--- src/rtl/glob_pattern_matcher_macros.svh ---
// Assertion macros shared by the glob pattern matcher RTL.
`ifndef GLOB_PATTERN_MATCHER_MACROS_SVH
`define GLOB_PATTERN_MATCHER_MACROS_SVH

// Checked on every rising edge of clk, ignored while rst_n is low.
`define GPM_ASSERT(label, prop, msg) \
  label: assert property (@(posedge clk) disable iff (!rst_n) prop) else $error(msg);

// Checked on every rising edge of clk, reset included.
`define GPM_ASSERT_ALWAYS(label, prop, msg) \
  label: assert property (@(posedge clk) prop) else $error(msg);

`endif

--- src/rtl/gpm_pkg.sv ---
// ----------------------------------------------------------------------------
// gpm_pkg
// Constants, types and the star closure function of the glob pattern matcher.
// ----------------------------------------------------------------------------
package gpm_pkg;

  localparam int PATTERN_MAX = 16;
  localparam int POS_W       = PATTERN_MAX + 1;
  localparam int LEN_W       = $clog2(POS_W);
  localparam int CLOSE_LVL   = $clog2(POS_W);

  localparam int CFG_DATA_W  = 64;
  localparam int CFG_ADDR_W  = 5;
  localparam int CFG_LEN_W   = 5;

  localparam logic [7:0] CH_STAR  = 8'h2A;
  localparam logic [7:0] CH_QUEST = 8'h3F;
  localparam logic [7:0] CH_DOT   = 8'h2E;

  typedef logic [POS_W-1:0]             pos_set_t;
  typedef logic [PATTERN_MAX-1:0][7:0]  pattern_t;

  typedef enum logic [1:0] {
    REG_CHARS_LOW  = 2'd0,
    REG_CHARS_HIGH = 2'd1,
    REG_LENGTH     = 2'd2
  } cfg_reg_t;

  // Pattern as seen by the matching logic, length already clamped.
  typedef struct packed {
    pattern_t              chars;
    logic [LEN_W-1:0]      len;
  } pat_cfg_t;

  // Every active '*' position also activates the one after it, carried
  // through runs of stars with a log-depth prefix.
  function automatic pos_set_t star_closure(pos_set_t set,
                                            logic [PATTERN_MAX-1:0] star);
    pos_set_t g;
    pos_set_t p;
    g = set;
    p = {star, 1'b0};
    for (int l = 0; l < CLOSE_LVL; l++) begin
      g = g | (p & (g << (1 << l)));
      p = p & (p << (1 << l));
    end
    return g;
  endfunction

endpackage

--- src/rtl/gpm_cfg.sv ---
// ----------------------------------------------------------------------------
// gpm_cfg
// APB register file holding the pattern and its length.
// ----------------------------------------------------------------------------
module gpm_cfg (
  input  logic                             clk,
  input  logic                             rst_n,
  input  logic                             psel,
  input  logic                             penable,
  input  logic                             pwrite,
  input  logic [gpm_pkg::CFG_ADDR_W-1:0]   paddr,
  input  logic [gpm_pkg::CFG_DATA_W-1:0]   pwdata,
  output logic [gpm_pkg::CFG_DATA_W-1:0]   prdata,
  output logic                             pready,
  output gpm_pkg::pat_cfg_t                pat_cfg
);

  logic [gpm_pkg::CFG_DATA_W-1:0] chars_low_r;
  logic [gpm_pkg::CFG_DATA_W-1:0] chars_high_r;
  logic [gpm_pkg::CFG_LEN_W-1:0]  length_r;
  logic                           wr_en;
  gpm_pkg::cfg_reg_t              reg_sel;

  assign pready  = 1'b1;
  assign wr_en   = psel & penable & pwrite & pready;
  assign reg_sel = gpm_pkg::cfg_reg_t'(paddr[4:3]);

  always_ff @(posedge clk) begin
    if (!rst_n) begin
      chars_low_r  <= '0;
      chars_high_r <= '0;
      length_r     <= '0;
    end else if (wr_en) begin
      unique case (reg_sel)
        gpm_pkg::REG_CHARS_LOW:  chars_low_r  <= pwdata;
        gpm_pkg::REG_CHARS_HIGH: chars_high_r <= pwdata;
        gpm_pkg::REG_LENGTH:     length_r     <= pwdata[gpm_pkg::CFG_LEN_W-1:0];
        default: ;
      endcase
    end
  end

  always_comb begin
    unique case (reg_sel)
      gpm_pkg::REG_CHARS_LOW:  prdata = chars_low_r;
      gpm_pkg::REG_CHARS_HIGH: prdata = chars_high_r;
      gpm_pkg::REG_LENGTH:
        prdata = {{(gpm_pkg::CFG_DATA_W-gpm_pkg::CFG_LEN_W){1'b0}}, length_r};
      default:                 prdata = '0;
    endcase
  end

  // Over-long length saturates at the pattern size.
  always_comb begin
    pat_cfg.chars = gpm_pkg::pattern_t'({chars_high_r, chars_low_r});
    if (length_r > gpm_pkg::CFG_LEN_W'(gpm_pkg::PATTERN_MAX)) begin
      pat_cfg.len = gpm_pkg::LEN_W'(gpm_pkg::PATTERN_MAX);
    end else begin
      pat_cfg.len = gpm_pkg::LEN_W'(length_r);
    end
  end

endmodule

--- src/rtl/gpm_step.sv ---
// ----------------------------------------------------------------------------
// gpm_step
// Next active position set and match bit for one name character.
// ----------------------------------------------------------------------------
module gpm_step (
  input  gpm_pkg::pat_cfg_t  pat_cfg,
  input  gpm_pkg::pos_set_t  act,
  input  logic               at_start,
  input  logic [7:0]         char_code,
  input  logic               has_char,
  output gpm_pkg::pos_set_t  act_nxt,
  output logic               at_start_nxt,
  output logic               matched
);

  logic [gpm_pkg::PATTERN_MAX-1:0] star;
  logic [gpm_pkg::PATTERN_MAX-1:0] hit;
  gpm_pkg::pos_set_t               closed;
  gpm_pkg::pos_set_t               adv;
  gpm_pkg::pos_set_t               final_set;
  logic                            dot_block;

  always_comb begin
    for (int i = 0; i < gpm_pkg::PATTERN_MAX; i++) begin
      logic in_len;
      logic is_star;
      in_len  = gpm_pkg::LEN_W'(i) < pat_cfg.len;
      is_star = pat_cfg.chars[i] == gpm_pkg::CH_STAR;
      star[i] = in_len & is_star;
      hit[i]  = in_len & ~is_star &
                ((pat_cfg.chars[i] == gpm_pkg::CH_QUEST) ||
                 (pat_cfg.chars[i] == char_code));
    end
  end

  assign closed = gpm_pkg::star_closure(act, star);
  // '*' keeps its position, a literal or '?' hit moves one on.
  assign adv = {1'b0, closed[gpm_pkg::PATTERN_MAX-1:0] & star} |
               {closed[gpm_pkg::PATTERN_MAX-1:0] & hit, 1'b0};

  // Hidden names need a leading dot in the pattern.
  assign dot_block = at_start && (char_code == gpm_pkg::CH_DOT) &&
                     ((pat_cfg.len == '0) || (pat_cfg.chars[0] != gpm_pkg::CH_DOT));

  always_comb begin
    if (!has_char) begin
      act_nxt = act;
    end else if (dot_block) begin
      act_nxt = '0;
    end else begin
      act_nxt = adv;
    end
  end

  assign at_start_nxt = at_start & ~has_char;
  assign final_set    = gpm_pkg::star_closure(act_nxt, star);
  assign matched      = final_set[pat_cfg.len];

endmodule

--- src/rtl/glob_pattern_matcher.sv ---
// ----------------------------------------------------------------------------
// glob_pattern_matcher
// Streams a name one byte per word and flags whether it matches a glob pattern.
// ----------------------------------------------------------------------------
// The pattern (up to 16 bytes, '*' any run, '?' any one byte, others literal)
// and its length are written over the APB port at byte addresses 0, 8 and 16;
// lengths above 16 act as 16. Each input word carries one name byte (has_char)
// and/or the end-of-name mark (name_end); only an end word yields a result
// word, out_matched. A name starting with '.' matches only a pattern starting
// with '.'. Throughput is one word per cycle while in_stall is low: a word is
// held in the input register, the position-set update (a 17-bit set with a
// log-depth star closure) runs on it there, and an end word's result lands in
// the output register, which holds out_valid high until the result word is
// taken. in_stall only rises when an end word meets a full, stalled output
// register.
// ----------------------------------------------------------------------------
`include "glob_pattern_matcher_macros.svh"

module glob_pattern_matcher (
  input  logic                             clk,
  input  logic                             rst_n,
  // input channel
  input  logic                             in_valid,
  output logic                             in_stall,
  input  logic [7:0]                       in_char_code,
  input  logic                             in_has_char,
  input  logic                             in_name_end,
  // result channel
  output logic                             out_valid,
  input  logic                             out_stall,
  output logic                             out_matched,
  // configuration
  input  logic                             psel,
  input  logic                             penable,
  input  logic                             pwrite,
  input  logic [gpm_pkg::CFG_ADDR_W-1:0]   paddr,
  input  logic [gpm_pkg::CFG_DATA_W-1:0]   pwdata,
  output logic [gpm_pkg::CFG_DATA_W-1:0]   prdata,
  output logic                             pready
);

  gpm_pkg::pat_cfg_t pat_cfg;

  // input register
  logic       s1_vld_r;
  logic [7:0] s1_char_r;
  logic       s1_has_r;
  logic       s1_end_r;

  // match state
  gpm_pkg::pos_set_t act_r;
  logic              at_start_r;

  // output register
  logic out_vld_r;
  logic out_matched_r;

  gpm_pkg::pos_set_t act_nxt;
  logic              at_start_nxt;
  logic              step_match;
  logic              s1_go;
  logic              out_take;

  gpm_cfg u_cfg (
    .clk     (clk),
    .rst_n   (rst_n),
    .psel    (psel),
    .penable (penable),
    .pwrite  (pwrite),
    .paddr   (paddr),
    .pwdata  (pwdata),
    .prdata  (prdata),
    .pready  (pready),
    .pat_cfg (pat_cfg)
  );

  gpm_step u_step (
    .pat_cfg      (pat_cfg),
    .act          (act_r),
    .at_start     (at_start_r),
    .char_code    (s1_char_r),
    .has_char     (s1_has_r),
    .act_nxt      (act_nxt),
    .at_start_nxt (at_start_nxt),
    .matched      (step_match)
  );

  // An end word can only leave the input register if the output slot is free
  // or being emptied this cycle; other words always pass.
  assign out_take = out_vld_r & ~out_stall;
  assign s1_go    = s1_vld_r & (~s1_end_r | ~out_vld_r | ~out_stall);
  assign in_stall = s1_vld_r & ~s1_go;

  always_ff @(posedge clk) begin
    if (!rst_n) begin
      s1_vld_r <= 1'b0;
    end else if (!in_stall) begin
      s1_vld_r <= in_valid;
    end
  end

  always_ff @(posedge clk) begin
    if (in_valid && !in_stall) begin
      s1_char_r <= in_char_code;
      s1_has_r  <= in_has_char;
      s1_end_r  <= in_name_end;
    end
  end

  // The set goes back to position zero once a name ends.
  always_ff @(posedge clk) begin
    if (!rst_n) begin
      act_r      <= gpm_pkg::POS_W'(1);
      at_start_r <= 1'b1;
    end else if (s1_go) begin
      if (s1_end_r) begin
        act_r      <= gpm_pkg::POS_W'(1);
        at_start_r <= 1'b1;
      end else begin
        act_r      <= act_nxt;
        at_start_r <= at_start_nxt;
      end
    end
  end

  always_ff @(posedge clk) begin
    if (!rst_n) begin
      out_vld_r <= 1'b0;
    end else if (s1_go && s1_end_r) begin
      out_vld_r <= 1'b1;
    end else if (out_take) begin
      out_vld_r <= 1'b0;
    end
  end

  always_ff @(posedge clk) begin
    if (s1_go && s1_end_r) begin
      out_matched_r <= step_match;
    end
  end

  assign out_valid   = out_vld_r;
  assign out_matched = out_matched_r;

  // An end word that leaves the input register always yields a result word.
  `GPM_ASSERT(a_end_gives_result, s1_go && s1_end_r |=> out_vld_r, "end word lost its result")
  // State is back at the start of a name after an end word.
  `GPM_ASSERT(a_end_resets_state,
              s1_go && s1_end_r |=> (act_r == gpm_pkg::POS_W'(1)) && at_start_r,
              "state not restored after name end")
  // A name byte clears the name-start flag.
  `GPM_ASSERT(a_char_clears_start,
              s1_go && s1_has_r && !s1_end_r |=> !at_start_r,
              "name start flag still set after a byte")
  // An end word facing a full, stalled output must hold the input side.
  `GPM_ASSERT_ALWAYS(a_end_blocked_holds,
                     s1_vld_r && s1_end_r && out_vld_r && out_stall |-> in_stall,
                     "end word overran a stalled result")

endmodule
--- config.mk ---
export PLATFORM = sky130hd
export DESIGN_NAME = glob_pattern_matcher
export DESIGN_NICKNAME = d
export VERILOG_FILES = /design/src/rtl/gpm_pkg.sv /design/src/rtl/gpm_cfg.sv /design/src/rtl/gpm_step.sv /design/src/rtl/glob_pattern_matcher.sv
export VERILOG_INCLUDE_DIRS = /design/src /design/src/rtl
export SDC_FILE = /design/constraint.sdc
export NUM_CORES = 1
export LEC_CHECK = 0
export ABC_AREA = 1
export BUFFER_PORTS_ARGS = -buffer_cell sky130_fd_sc_hd__buf_4
export CORE_ASPECT_RATIO = 1.4
export CORE_MARGIN = 1
export CORE_UTILIZATION = 30
export CTS_BUF_LIST = sky130_fd_sc_hd__clkbuf_2 sky130_fd_sc_hd__clkbuf_4 sky130_fd_sc_hd__clkbuf_8
export CTS_CLUSTER_SIZE = 20
export DETAILED_ROUTE_END_ITERATION = 8
export PLACE_DENSITY_LB_ADDON = 0.3
export SLEW_MARGIN = 20
export SYNTH_ARGS = -nofsm -noshare
export SYNTH_HDL_FRONTEND = slang
export SYNTH_SLANG_ARGS = --single-unit
export TNS_END_PERCENT = 10
--- constraint.sdc ---
create_clock -name clk -period 2.82 [get_ports clk]
set_clock_uncertainty 0.2 [all_clocks]
set_input_delay 0.282 -clock clk [delete_from_list [all_inputs] [get_ports clk]]
set_output_delay 0.282 -clock clk [all_outputs]
set_load 0.005 [all_outputs]
==> results of run 1 <==
through the flow:
step | total power (uW) | cell area [um^2] | hold slack [ns] | setup TNS, ns
after floorplan | 2870 | 11000 | 0.181 | 0
after global placement | 3360 | 15000 | 0.258 | -0.476
after detailed placement | 3370 | 15000 | 0.262 | -0.471
after CTS | 5300 | 16800 | 0.169 | -0.128
after global routing | 5520 | 17500 | 0.230 | -0.365
final | 5340 | 17500 | 0.189 | -0.189
cells by family (layout without fill, tap and decap cells):
| family | Yosys count | after routing | share of synthesized area, % |
|---|---|---|---|
| compound gates | 396 | 396 | 19.4 |
| xor+xnor | 55 | 55 | 4.39 |
| buf+inv | 307 | 854 | 10.8 |
| flops | 164 | 164 | 30.9 |
| other cells | 1 | 2 | 0.0341 |
| simple gates | 898 | 898 | 34.4 |
timing repair:
| item | in CTS | in global routing |
|---|---|---|
| endpoints found under the hold margin | 147 | 0 |
| pin swaps | 46 | 95 |
| cloned | 1 | 1 |
| hold buffers | 78 | 0 |
| setup endpoints to repair | 1 | 3 |
| resized for setup | 130 | 173 |
| setup buffers | 9 | 20 |
per-layer routing:
metal | part of all wire, % | GRT usage (%) | vias up
met4 | 4.8 | 13.6 | 0
li1 | - | - | 6990
met3 | 4.4 | 3.65 | 135
met2 | 52 | 50.8 | 496
met5 | 0 | 0 | -
met1 | 39 | 31.6 | 6897
layout by cell type (no fill, tap or decap), types with 7 or more instances in the layout:
master	Yosys	final
sky130_fd_sc_hd__nand4_1	49	49
sky130_fd_sc_hd__inv_6	0	7
sky130_fd_sc_hd__edfxtp_1	11	11
sky130_fd_sc_hd__o22ai_1	47	46
sky130_fd_sc_hd__nand3_2	4	21
sky130_fd_sc_hd__inv_1	210	194
sky130_fd_sc_hd__inv_2	10	19
sky130_fd_sc_hd__nor2_1	179	137
sky130_fd_sc_hd__nand2_2	7	91
sky130_fd_sc_hd__nand3_1	64	42
sky130_fd_sc_hd__nor3_1	25	19
sky130_fd_sc_hd__xor2_1	19	19
sky130_fd_sc_hd__a21oi_2	1	21
sky130_fd_sc_hd__o221ai_1	7	7
sky130_fd_sc_hd__xnor2_1	36	34
sky130_fd_sc_hd__nor4_1	12	12
sky130_fd_sc_hd__clkbuf_8	0	17
sky130_fd_sc_hd__nand2_4	2	8
sky130_fd_sc_hd__o21ai_0	157	156
sky130_fd_sc_hd__dfxtp_1	153	144
sky130_fd_sc_hd__buf_12	0	15
sky130_fd_sc_hd__nor2_2	10	34
sky130_fd_sc_hd__buf_6	2	26
sky130_fd_sc_hd__dlygate4sd3_1	0	78
sky130_fd_sc_hd__nand2_1	533	440
sky130_fd_sc_hd__nor2_4	5	23
sky130_fd_sc_hd__a21oi_1	165	140
sky130_fd_sc_hd__buf_4	1	474
power by group through the flow:
stage               combinational, uW  sequential, uW  clock [uW]
floorplan                         394            2480           0
global placement                  872            2490           0
detailed placement                879            2490           0
CTS                               999            2430        1870
global route                     1140            2440        1950
finish                           1070            2430        1840
flip-flops by register name, summed over array words and instances (netlist names), 5 cells and up:
name and flops:
u_cfg.length_r 5, u_cfg.chars_low_r 64, act_r 17, s1_char_r 8, u_cfg.chars_high_r 64
path summary, 6_finish.rpt:
path                           from                     end  cells past startpoint
setup / recovery  u_cfg.length_r[4]             out_matched                     24
hold / removal             paddr[4]  u_cfg.chars_high_r[62]                      6
setup reg to reg  u_cfg.length_r[4]             out_matched                     24
hold reg to reg           act_r[12]               act_r[12]                      2
worst max-delay path, cell delays in order (launching register included):
cell and delay [ns]:
sky130_fd_sc_hd__dfxtp_4 0.38, sky130_fd_sc_hd__nor2_4 0.14, sky130_fd_sc_hd__buf_4 0.13, sky130_fd_sc_hd__buf_6 0.09
sky130_fd_sc_hd__buf_4 0.12, sky130_fd_sc_hd__nand2_8 0.09, sky130_fd_sc_hd__nand3_2 0.08, sky130_fd_sc_hd__nand2_2 0.08
sky130_fd_sc_hd__a21oi_2 0.15, sky130_fd_sc_hd__nand2_2 0.10, sky130_fd_sc_hd__buf_4 0.14, sky130_fd_sc_hd__nand2_1 0.12
sky130_fd_sc_hd__nand2_1 0.09, sky130_fd_sc_hd__nand2_1 0.06, sky130_fd_sc_hd__nand2_1 0.06, sky130_fd_sc_hd__nand2_1 0.09
sky130_fd_sc_hd__nand3_2 0.09, sky130_fd_sc_hd__nor2_4 0.14, sky130_fd_sc_hd__nand4_1 0.10, sky130_fd_sc_hd__nand3_1 0.08
sky130_fd_sc_hd__nand2_1 0.05, sky130_fd_sc_hd__nand2_1 0.05, sky130_fd_sc_hd__nand2_1 0.04, sky130_fd_sc_hd__nand2_1 0.05
sky130_fd_sc_hd__nand2_1 0.05
cell type report:
type | instances | share of cell area [%]
Inverter | 225 | 4.92
Tap cell | 462 | 3.30
Timing Repair Buffer | 597 | 28.6
Clock inverter | 15 | 0.870
Sequential cell | 164 | 19.5
Clock buffer | 17 | 1.33
Multi-Input combinational cell | 1350 | 41.5
Antenna cell | 1 | 0.0143
==> flow_metrics.py, run 1 <==
metrics = {
    "floorplan": {
        "core_um2": 35900,
        "initial_core_util_pct": 30.6,
        "die_y_um": 228,
        "ios": 154,
        "placement_rows": 82,
        "floorplan.die_area_um2": 37400,
        "die-width_um": 164,
    },
    "synth": {
        "syn_avg_cell_area_um2": 6.03,
        "ys_top_cells_by_area": "sky130_fd_sc_hd__dfxtp_1 (28%), sky130_fd_sc_hd__nand2_1 (18%), sky130_fd_sc_hd__a21oi_1 (7.5%)",
        "most_frequent_cell_after_synthesis": "sky130_fd_sc_hd__nand2_1",
        "syn_inst": 1821,
        "synth_enable_flop_cells": 11,
        "netlist.top_cell.by_area": "sky130_fd_sc_hd__dfxtp_1",
        "unique_cell_type_count_in_the_yosys_netlist": 44,
        "synth.net_count": 1907,
        "postSynthRegisterBits": 164,
        "synth_top_cells_by_count": "sky130_fd_sc_hd__nand2_1 (533), sky130_fd_sc_hd__inv_1 (210), sky130_fd_sc_hd__nor2_1 (179), sky130_fd_sc_hd__a21oi_1 (165), sky130_fd_sc_hd__o21ai_0 (157)",
        "yosysTopAreaCellShare_pct": 27.9,
        "synth.yosys.warnings": 0,
        "postSynth.topFlopCell": "sky130_fd_sc_hd__dfxtp_1",
        "seq_area_frac_synth_pct": 30.9,
        "netlist_area_um2": 11000,
        "synth_async_sr_flop_share_pct": 0,
    },
    "sta": {
        "grt_setup_unrepaired": "true",
        "final_critical_path_setup_slack_ns": -0.189,
        "fmaxAchievable_ghz": 0.332,
        "worst_tran_pin_value_ns": 0.870,
        "final_hold_viol_count": 0,
        "max_slew_margin_pct": 42.0,
        "final_cycle_utilization_of_the_critical_path_pct": 107,
        "setup-violations-final": 1,
        "final-max-slew-violation-count": 0,
        "final_period_minus_worst_setup_slack_ns": 3.01,
    },
    "layout": {
        "finish.cell_count_without_fillers": 2831,
        "drive_gt1_share_pct": 34.6,
        "layout.nets": 2441,
        "syn_to_final_growth_pct": 59.7,
        "final.fill_count": 3694,
        "layout.area.seq_um2": 3410,
        "multiInputGateArea_um2": 7280,
        "core_utilization_of_the_finished_layout_pct": 48.8,
    },
    "hold_path": {
        "hp_class": "in2reg",
    },
    "power_and_ir_drop": {
        "sequentialPowerShare_pct": 45.6,
        "power.share.clock_pct": 34.4,
        "power.ir.vdd_worst_v": 0.000213,
        "ratio_of_total_power_to_cell_area_nw_per_um2": 304,
        "sw_frac_of_total_pct": 33.3,
        "internal-power_uw": 3560,
        "power_switching_uw": 1780,
        "static-leakage-power_uw": 0.00772,
        "comb_power_share_pct": 20.0,
    },
    "placement": {
        "buffer_ports.inserted": 149,
        "place_ws_ns": -0.471,
        "cell_count_post_placement": 2692,
        "detailed_place_hpwl_mm": 40.2,
        "gp_routability_congestion": 1.04,
    },
    "run_status": {
        "failed_checks": "setup timing",
        "outcome": "finished, violations left",
    },
    "drt": {
        "dr_total_vias": 14500,
        "wire_per_inst_um": 18.8,
        "drt_iter0_drc": 1017,
        "final_antenna_net_count": 0,
        "drc": 0,
        "final_routed_wirelength_mm": 53.1,
        "vias_per_cell": 5.13,
        "drtPass1Iterations": 6,
    },
    "worst_setup_path": {
        "setup.worst_path.class": "reg2reg",
        "path_max_fanout": 5,
        "worstPathArrival_ns": 3.12,
        "critical_path_required_ns": 2.93,
        "end_kind": "flop",
        "sort_of_element_at_the_start_of_the_critical_path": "flop",
        "worst-r2r-setup-slack_ns": -0.19,
    },
    "global_route": {
        "first_global_vias": 14100,
        "grt_first_pass_wirelength_mm": 78.6,
        "gr-usage-all-layers_pct": 28.0,
        "grt_start_max_net_pins": 121,
        "antenna_violations_before_repair": 1,
        "global_route.overflow_total": 0,
    },
    "cts": {
        "cts_tree": "done",
        "max-clock-path-buffers": 2,
        "ctsRootBufferMaster": "sky130_fd_sc_hd__clkbuf_8",
        "numClockSinks": 164,
        "worst_setup_hold_path_clk_slew_ns": 0.12,
        "clock_buffers_created_by_tritoncts": 17,
        "insertion_delay_ns": 0.54,
        "cts_max_level": 4,
    },
    "job": {
        "maxCapViolCount": 0,
    },
}
No activity file was read; power rests on OpenSTA's default activity.
==> inputs of run 2 (changes only) <==
--- a/config.mk
+++ b/config.mk
@@ -6,7 +6,7 @@
 export SDC_FILE = /design/constraint.sdc
 export NUM_CORES = 1
 export LEC_CHECK = 0
-export ABC_AREA = 1
+export ABC_AREA = 0
 export BUFFER_PORTS_ARGS = -buffer_cell sky130_fd_sc_hd__buf_4
 export CORE_ASPECT_RATIO = 1.4
 export CORE_MARGIN = 1
==> run 2 against run 1 <==
Effect of this change:
- the flow still finishes with violations (setup timing)
- largest power group unchanged
- total power is 0.66% lower
- global-route usage down 3.1 points
- combinational power is 23% lower
- utilization shrank 2.7 points
- setup slack lost 0.78 ns
- clock-buffer cell count is 5 higher
- critical path depth shrank 11
- sequential power about the same
- wire length decreased by 13%
==> flow_metrics.py, run 2 <==
metrics = {
    "run_status": {
        "outcome": "finished, violations left",
        "failed_checks": "setup timing",
    },
    "synth": {
        "muxShareOfSynthArea_pct": 6.28,
        "netlist.top_cell.by_area": "sky130_fd_sc_hd__dfxtp_1",
        "postSynth.topFlopCell": "sky130_fd_sc_hd__dfxtp_1",
        "ys_top_cells_by_area": "sky130_fd_sc_hd__dfxtp_1 (28%), sky130_fd_sc_hd__nand2_1 (11%), sky130_fd_sc_hd__a21boi_0 (9.0%)",
        "synth.net_count": 1515,
        "synth_top_cells_by_count": "sky130_fd_sc_hd__nand2_1 (318), sky130_fd_sc_hd__dfxtp_1 (153), sky130_fd_sc_hd__a21boi_0 (132), sky130_fd_sc_hd__nor2_1 (110), sky130_fd_sc_hd__mux2i_1 (69)",
        "yosys.area_share.simple_pct": 27.0,
        "seq_area_frac_synth_pct": 30.8,
        "unique_cell_type_count_in_the_yosys_netlist": 83,
        "synth_compound_area_share_pct": 21.5,
        "synth_enable_flop_cells": 11,
        "most_frequent_cell_after_synthesis": "sky130_fd_sc_hd__nand2_1",
        "netlist_area_um2": 11000,
        "postSynthRegisterBits": 164,
        "syn_avg_cell_area_um2": 7.70,
        "synth_top_family_by_area": "simple AND/OR/NAND/NOR gates",
        "synth_async_sr_flop_share_pct": 0,
        "synth_fa_ha_area_share_pct": 0,
        "synth.yosys.warnings": 0,
        "syn_inst": 1429,
        "post_synth_xor_area_fraction_pct": 10.2,
        "yosysTopAreaCellShare_pct": 27.8,
    },
    "power_and_ir_drop": {
        "static-leakage-power_uw": 0.00671,
        "ratio_of_total_power_to_cell_area_nw_per_um2": 319,
        "power.ir.vdd_worst_v": 0.000248,
    },
    "worst_setup_path": {
        "sort_of_element_at_the_start_of_the_critical_path": "flop",
        "worst_path_max_delay_cell": "sky130_fd_sc_hd__or4_4",
        "cp_cell_sequence": "or4_4 -> o21a_1 -> buf_4 -> a31o_1 -> a21oi_2 -> o31ai_2 -> a221o_1 -> nor3_4 -> a221oi_2 -> a311o_1 -> and3_4 -> nor4_2 -> a22oi_1",
        "path_max_fanout": 5,
        "slowest_delay_ns": 0.54,
        "timing.rr.start": "u_cfg.length_r[4]",
        "setup.worst_path.class": "reg2reg",
        "worst-r2r-setup-slack_ns": -0.97,
        "worstPathArrival_ns": 3.85,
        "worst_r2r_path_depth": 13,
        "end_kind": "flop",
        "regToRegEndpoint": "out_matched",
        "critical_path_required_ns": 2.88,
    },
    "sta": {
        "max_slew_margin_pct": 55.5,
        "grt_setup_unrepaired": "true",
        "fmaxAchievable_ghz": 0.264,
        "final_hold_viol_count": 0,
        "worst_tran_pin_value_ns": 0.665,
        "final-max-slew-violation-count": 0,
        "setup-tns-final_ns": -3.29,
        "final_critical_path_setup_slack_ns": -0.972,
        "final_cycle_utilization_of_the_critical_path_pct": 134,
        "setup-violations-final": 10,
        "final_period_minus_worst_setup_slack_ns": 3.79,
    },
    "layout": {
        "core_utilization_of_the_finished_layout_pct": 46.2,
        "syn_to_final_growth_pct": 51.2,
        "drive_gt1_share_pct": 31.4,
        "final.fill_count": 3565,
        "most_frequent_cells_in_the_layout": "sky130_fd_sc_hd__buf_4 (479), sky130_fd_sc_hd__nand2_1 (316), sky130_fd_sc_hd__dfxtp_1 (148), sky130_fd_sc_hd__a21boi_0 (131), sky130_fd_sc_hd__nor2_1 (108)",
        "top_flop_regs": "u_cfg.chars_high_r (64), u_cfg.chars_low_r (64), act_r (17)",
        "leading_cell_type_in_the_layout_fill_and_taps_excluded": "sky130_fd_sc_hd__buf_4",
        "layout.nets": 2008,
    },
    "global_route": {
        "first_global_vias": 12500,
        "grt_start_max_net_pins": 57,
        "global_route.overflow_total": 0,
        "grt_first_pass_wirelength_mm": 70.5,
        "antenna_violations_before_repair": 1,
        "gr-usage-all-layers_pct": 24.9,
    },
    "floorplan": {
        "die_y_um": 229,
        "placement_rows": 82,
        "die-width_um": 164,
        "ios": 154,
        "core_um2": 36000,
        "initial_core_util_pct": 30.6,
        "floorplan.die_area_um2": 37500,
    },
    "cts": {
        "cts_max_level": 4,
        "cts_tree": "done",
        "ctsRootBufferMaster": "sky130_fd_sc_hd__clkbuf_8",
        "max-clock-path-buffers": 2,
        "worst_setup_hold_path_clk_slew_ns": 0.10,
        "numClockSinks": 164,
        "insertion_delay_ns": 0.51,
        "clock_buffers_created_by_tritoncts": 17,
    },
    "drt": {
        "wire_per_inst_um": 19.2,
        "drtPass1Iterations": 5,
        "final_routed_wirelength_mm": 46.0,
        "drt_iter0_drc": 718,
        "dr_total_vias": 12300,
        "final_antenna_net_count": 0,
        "drc": 0,
        "vias_per_cell": 5.14,
    },
    "hold_path": {
        "holdPathEnd": "u_cfg.chars_high_r[34]",
        "hp_class": "in2reg",
        "min-delay-start": "rst_n",
        "worstHoldPathCells": 2,
    },
    "placement": {
        "buffer_ports.inserted": 149,
        "place_ws_ns": -1.17,
        "gp_routability_congestion": 0.968,
        "detailed_place_hpwl_mm": 35.5,
    },
    "job": {
        "maxCapViolCount": 0,
    },
}
## run 2: changes by cell type in the layout (fill, tap and decap cells not counted), sizes merged, moves of 47 or more
cell    change
a21oi     -138
nor2       -84
o21ai     -129
a21boi    +131
nand2     -224
mux2i      +69
inv       -209
nand3      -47
## run 2: repair_timing
item | CTS | global route
resized for setup | 58 | 18
buffers inserted | 2 | 0
hold buffers | 76 | 0
setup endpoints to repair | 13 | 14
pin swaps | 19 | 5
hold endpoints to repair | 145 | 0
## run 2: metal layers
metal / track usage [%] / wire length, um
met5: 0 / 0
met3: 2.89 / 1840
met1: 30.2 / 19400
met4: 10.8 / 1770
met2: 43.5 / 23000
## run 2: final cells by class
| type | instances | area [um^2] | share of cell area [%] |
|---|---|---|---|
| Timing Repair Buffer | 568 | 4600 | 27.6 |
| Inverter | 18 | 67.6 | 0.406 |
| Antenna cell | 1 | 2.50 | 0.0150 |
| Clock buffer | 22 | 284 | 1.71 |
| Multi-Input combinational cell | 1153 | 7530 | 45.2 |
| Clock inverter | 9 | 175 | 1.05 |
| Sequential cell | 164 | 3400 | 20.5 |
| Tap cell | 462 | 578 | 3.47 |
## run 2: cells by family (layout without fill, tap and decap cells)
| family | after synthesis | in the layout |
|---|---|---|
| buffers and inverters | 112 | 617 |
| AOI/OAI and AO/OA | 324 | 324 |
| other | 1 | 2 |
| DFF | 164 | 164 |
| and+or+nand+nor | 631 | 631 |
| muxes | 69 | 69 |
| xor gates and xnor gates | 128 | 128 |
## run 2: power by group
group / total, uW / switching, uW / internal, uW / leakage, uW
Clock: 2070 / 946 / 1130 / 0.000238
Combinational: 826 / 406 / 420 / 0.00513
Sequential: 2400 / 28.1 / 2370 / 0.00135
## run 2: critical path, delay by kind of cell (launching register included)
kind            cells  cell delay (ns)
simple gates        4             1.27
buf+inv             1             0.15
flops               1             0.37
compound gates      8             1.58
## run 2: worst max-delay path by stage
stage | start | endpoint | slack, ns
after floorplan | s1_char_r[4] | out_matched | -0.79
after global placement | u_cfg.length_r[1] | out_matched | -1.23
after detailed placement | u_cfg.length_r[1] | out_matched | -1.17
after CTS | u_cfg.length_r[4] | out_matched | -0.95
after global routing | u_cfg.length_r[2] | out_matched | -1.10
final | u_cfg.length_r[4] | out_matched | -0.97
## run 2: per-stage QoR
| step | hold WS [ns] | cells | total power [uW] | cell area, um^2 |
|---|---|---|---|---|
| after floorplan | 0.181 | 1429 | 2810 | 11000 |
| after global placement | 0.261 | 2287 | 3180 | 15000 |
| after detailed placement | 0.261 | 2287 | 3180 | 15000 |
| after CTS | 0.0873 | 2396 | 5340 | 16500 |
| after global routing | 0.114 | 2397 | 5490 | 16600 |
| final | 0.113 | 2397 | 5300 | 16600 |
==> inputs of run 3 (changes only) <==
--- a/config.mk
+++ b/config.mk
@@ -10,7 +10,7 @@
 export BUFFER_PORTS_ARGS = -buffer_cell sky130_fd_sc_hd__buf_4
 export CORE_ASPECT_RATIO = 1.4
 export CORE_MARGIN = 1
-export CORE_UTILIZATION = 30
+export CORE_UTILIZATION = 54
 export CTS_BUF_LIST = sky130_fd_sc_hd__clkbuf_2 sky130_fd_sc_hd__clkbuf_4 sky130_fd_sc_hd__clkbuf_8
 export CTS_CLUSTER_SIZE = 20
 export DETAILED_ROUTE_END_ITERATION = 8
==> run 3 against run 2 <==
Effect of this change:
- the run still ends with setup timing left
- setup slack improved by 0.040 ns
- register-to-register slack improved by 0.04 ns
- hold slack improved by 0.19 ns
- clock power decreased by 14%
- first-iteration DRC count increased by 79%
==> flow_metrics.py, run 3 (same netlist as run 2, synthesis figures left out) <==
metrics = {
    "floorplan": {
        "die-width_um": 123,
        "core_um2": 19900,
        "ios": 154,
        "floorplan.die_area_um2": 21000,
        "die_y_um": 171,
        "placement_rows": 61,
        "initial_core_util_pct": 55.2,
    },
    "global_route": {
        "first_global_vias": 13100,
        "groute.layer.met1.usage_pct": 53.2,
        "grt_first_pass_wirelength_mm": 71.6,
        "global_route.overflow_total": 0,
        "gr-usage-all-layers_pct": 45.5,
        "antenna_violations_before_repair": 0,
        "grt_start_max_net_pins": 72,
        "grt.busiest_layer": "met2",
        "globalRouteMet2Util_pct": 72.5,
        "gr-usage-met3_pct": 10.2,
    },
    "worst_setup_path": {
        "critical_path_required_ns": 2.86,
        "sort_of_element_at_the_start_of_the_critical_path": "flop",
        "path_max_fanout": 5,
        "setup.worst_path.class": "reg2reg",
        "worst-r2r-setup-slack_ns": -0.93,
        "worstPathArrival_ns": 3.79,
        "end_kind": "flop",
    },
    "power_and_ir_drop": {
        "internal-power_uw": 3590,
        "ratio_of_total_power_to_cell_area_nw_per_um2": 315,
        "power_switching_uw": 1450,
        "power.ir.vdd_worst_v": 0.000325,
        "comb_power_share_pct": 16.8,
        "sw_frac_of_total_pct": 28.8,
        "power.share.clock_pct": 35.5,
        "sequentialPowerShare_pct": 47.7,
        "static-leakage-power_uw": 0.00653,
    },
    "sta": {
        "final_period_minus_worst_setup_slack_ns": 3.75,
        "setup-tns-final_ns": -3.07,
        "grt_setup_unrepaired": "true",
        "final-max-slew-violation-count": 0,
        "final_hold_viol_count": 0,
        "fmaxAchievable_ghz": 0.267,
        "worst_tran_pin_value_ns": 0.987,
        "final_critical_path_setup_slack_ns": -0.932,
        "max_slew_margin_pct": 33.5,
        "setup-violations-final": 12,
        "final_cycle_utilization_of_the_critical_path_pct": 133,
    },
    "layout": {
        "leading_cell_type_in_the_layout_fill_and_taps_excluded": "sky130_fd_sc_hd__buf_4",
        "final.fill_count": 1263,
        "antenna_cells": 0,
        "postLayoutCellArea_um2": 16000,
        "multiInputGateArea_um2": 7520,
        "layout.area.seq_um2": 3400,
        "most_frequent_cells_in_the_layout": "sky130_fd_sc_hd__buf_4 (459), sky130_fd_sc_hd__nand2_1 (317), sky130_fd_sc_hd__dfxtp_1 (150), sky130_fd_sc_hd__a21boi_0 (131), sky130_fd_sc_hd__nor2_1 (108)",
        "layout.nets": 1983,
        "top_flop_regs": "u_cfg.chars_high_r (64), u_cfg.chars_low_r (64), act_r (17)",
        "core_utilization_of_the_finished_layout_pct": 80.4,
        "finish.cell_count_without_fillers": 2162,
        "syn_to_final_growth_pct": 45.6,
        "drive_gt1_share_pct": 30.1,
    },
    "drt": {
        "final_antenna_net_count": 0,
        "drt_iter0_drc": 1286,
        "wire_per_inst_um": 22.2,
        "drc": 0,
        "drtPass1Iterations": 6,
        "vias_per_cell": 6.27,
        "final_routed_wirelength_mm": 48.0,
        "dr_total_vias": 13500,
    },
    "placement": {
        "gp_routability_congestion": 1.03,
        "place_ws_ns": -1.08,
        "placed_area_um2": 14500,
        "cell_count_post_placement": 2049,
        "detailed_place_hpwl_mm": 32.4,
        "buffer_ports.inserted": 149,
    },
    "cts": {
        "numClockSinks": 164,
        "worst_setup_hold_path_clk_slew_ns": 0.09,
        "cts_tree": "done",
        "insertion_delay_ns": 0.50,
        "clock_buffers_created_by_tritoncts": 17,
        "max-clock-path-buffers": 2,
        "ctsRootBufferMaster": "sky130_fd_sc_hd__clkbuf_8",
        "cts_max_level": 4,
    },
    "run_status": {
        "failed_checks": "setup timing",
        "outcome": "finished, violations left",
    },
    "job": {
        "maxCapViolCount": 0,
    },
    "hold_path": {
        "hp_class": "reg2reg",
    },
}
run 3: cell count changes in the layout (fill, tap and decap cells not counted), moves of 3 or more:
cell                        delta
sky130_fd_sc_hd__buf_4        -20
sky130_fd_sc_hd__buf_12        -7
sky130_fd_sc_hd__a211oi_2      -4
sky130_fd_sc_hd__clkinv_4      +4
sky130_fd_sc_hd__bufinv_16     -3
sky130_fd_sc_hd__o21ai_1       +3
run 3: what timing repair did:
action,in CTS,in global routing
resized for setup,31,43
endpoints found under the setup margin,14,15
hold endpoints to repair,146,0
setup buffers,1,3
hold buffers,77,0
pin swaps,12,16
run 3: worst max-delay path, stage by stage, from the launching register on:
cell	delay, ns
sky130_fd_sc_hd__dfxtp_2	0.36
sky130_fd_sc_hd__or4_4	0.54
sky130_fd_sc_hd__o21a_2	0.17
sky130_fd_sc_hd__a31oi_4	0.24
sky130_fd_sc_hd__buf_4	0.17
sky130_fd_sc_hd__nor4_4	0.04
sky130_fd_sc_hd__buf_4	0.16
sky130_fd_sc_hd__o21ai_1	0.23
sky130_fd_sc_hd__a21oi_1	0.14
sky130_fd_sc_hd__o311ai_1	0.31
sky130_fd_sc_hd__nand4_1	0.22
sky130_fd_sc_hd__a221o_1	0.36
sky130_fd_sc_hd__nor4_2	0.26
sky130_fd_sc_hd__a22oi_1	0.09
run 3: metrics by stage:
step / hold WS (ns) / total power [uW]
2_1_floorplan: 0.181 / 2810
3_3_place_gp: 0.261 / 3140
3_5_place_dp: 0.262 / 3150
4_1_cts: 0.296 / 4980
5_1_grt: 0.309 / 5160
6_report: 0.300 / 5040
run 3: power groups by stage:
stage	logic [uW]	registers (uW)	clock network, uW
floorplan	347	2460	0
global placement	683	2450	0
detailed placement	696	2460	0
CTS	795	2400	1780
global route	881	2410	1870
finish	849	2410	1790
run 3: path summary, 6_finish.rpt:
| check | to | cells after the start | startpoint |
|---|---|---|---|
| setup reg to reg | out_matched | 13 | u_cfg.length_r[4] |
| hold / removal | u_cfg.chars_high_r[1] | 2 | u_cfg.chars_high_r[1] |
| hold reg to reg | u_cfg.chars_high_r[1] | 2 | u_cfg.chars_high_r[1] |
| setup / recovery | out_matched | 13 | u_cfg.length_r[4] |
run 3: area by class of cell:
| class | instances | share of cell area [%] |
|---|---|---|
| multi-input combinational | 1153 | 47.0 |
| timing repair buffer | 543 | 27.0 |
| sequential | 164 | 21.2 |
| tap | 252 | 1.97 |
| clock buffer | 20 | 1.60 |
| clock inverter | 12 | 0.812 |
| inverter | 18 | 0.422 |
run 3: routing by layer:
metal  vias to the layer above  wire length [um]
met3                       278              4430
met1                      6391             17700
li1                       5961                 -
met5                         -                 0
met4                         0              3540
met2                       915             22300
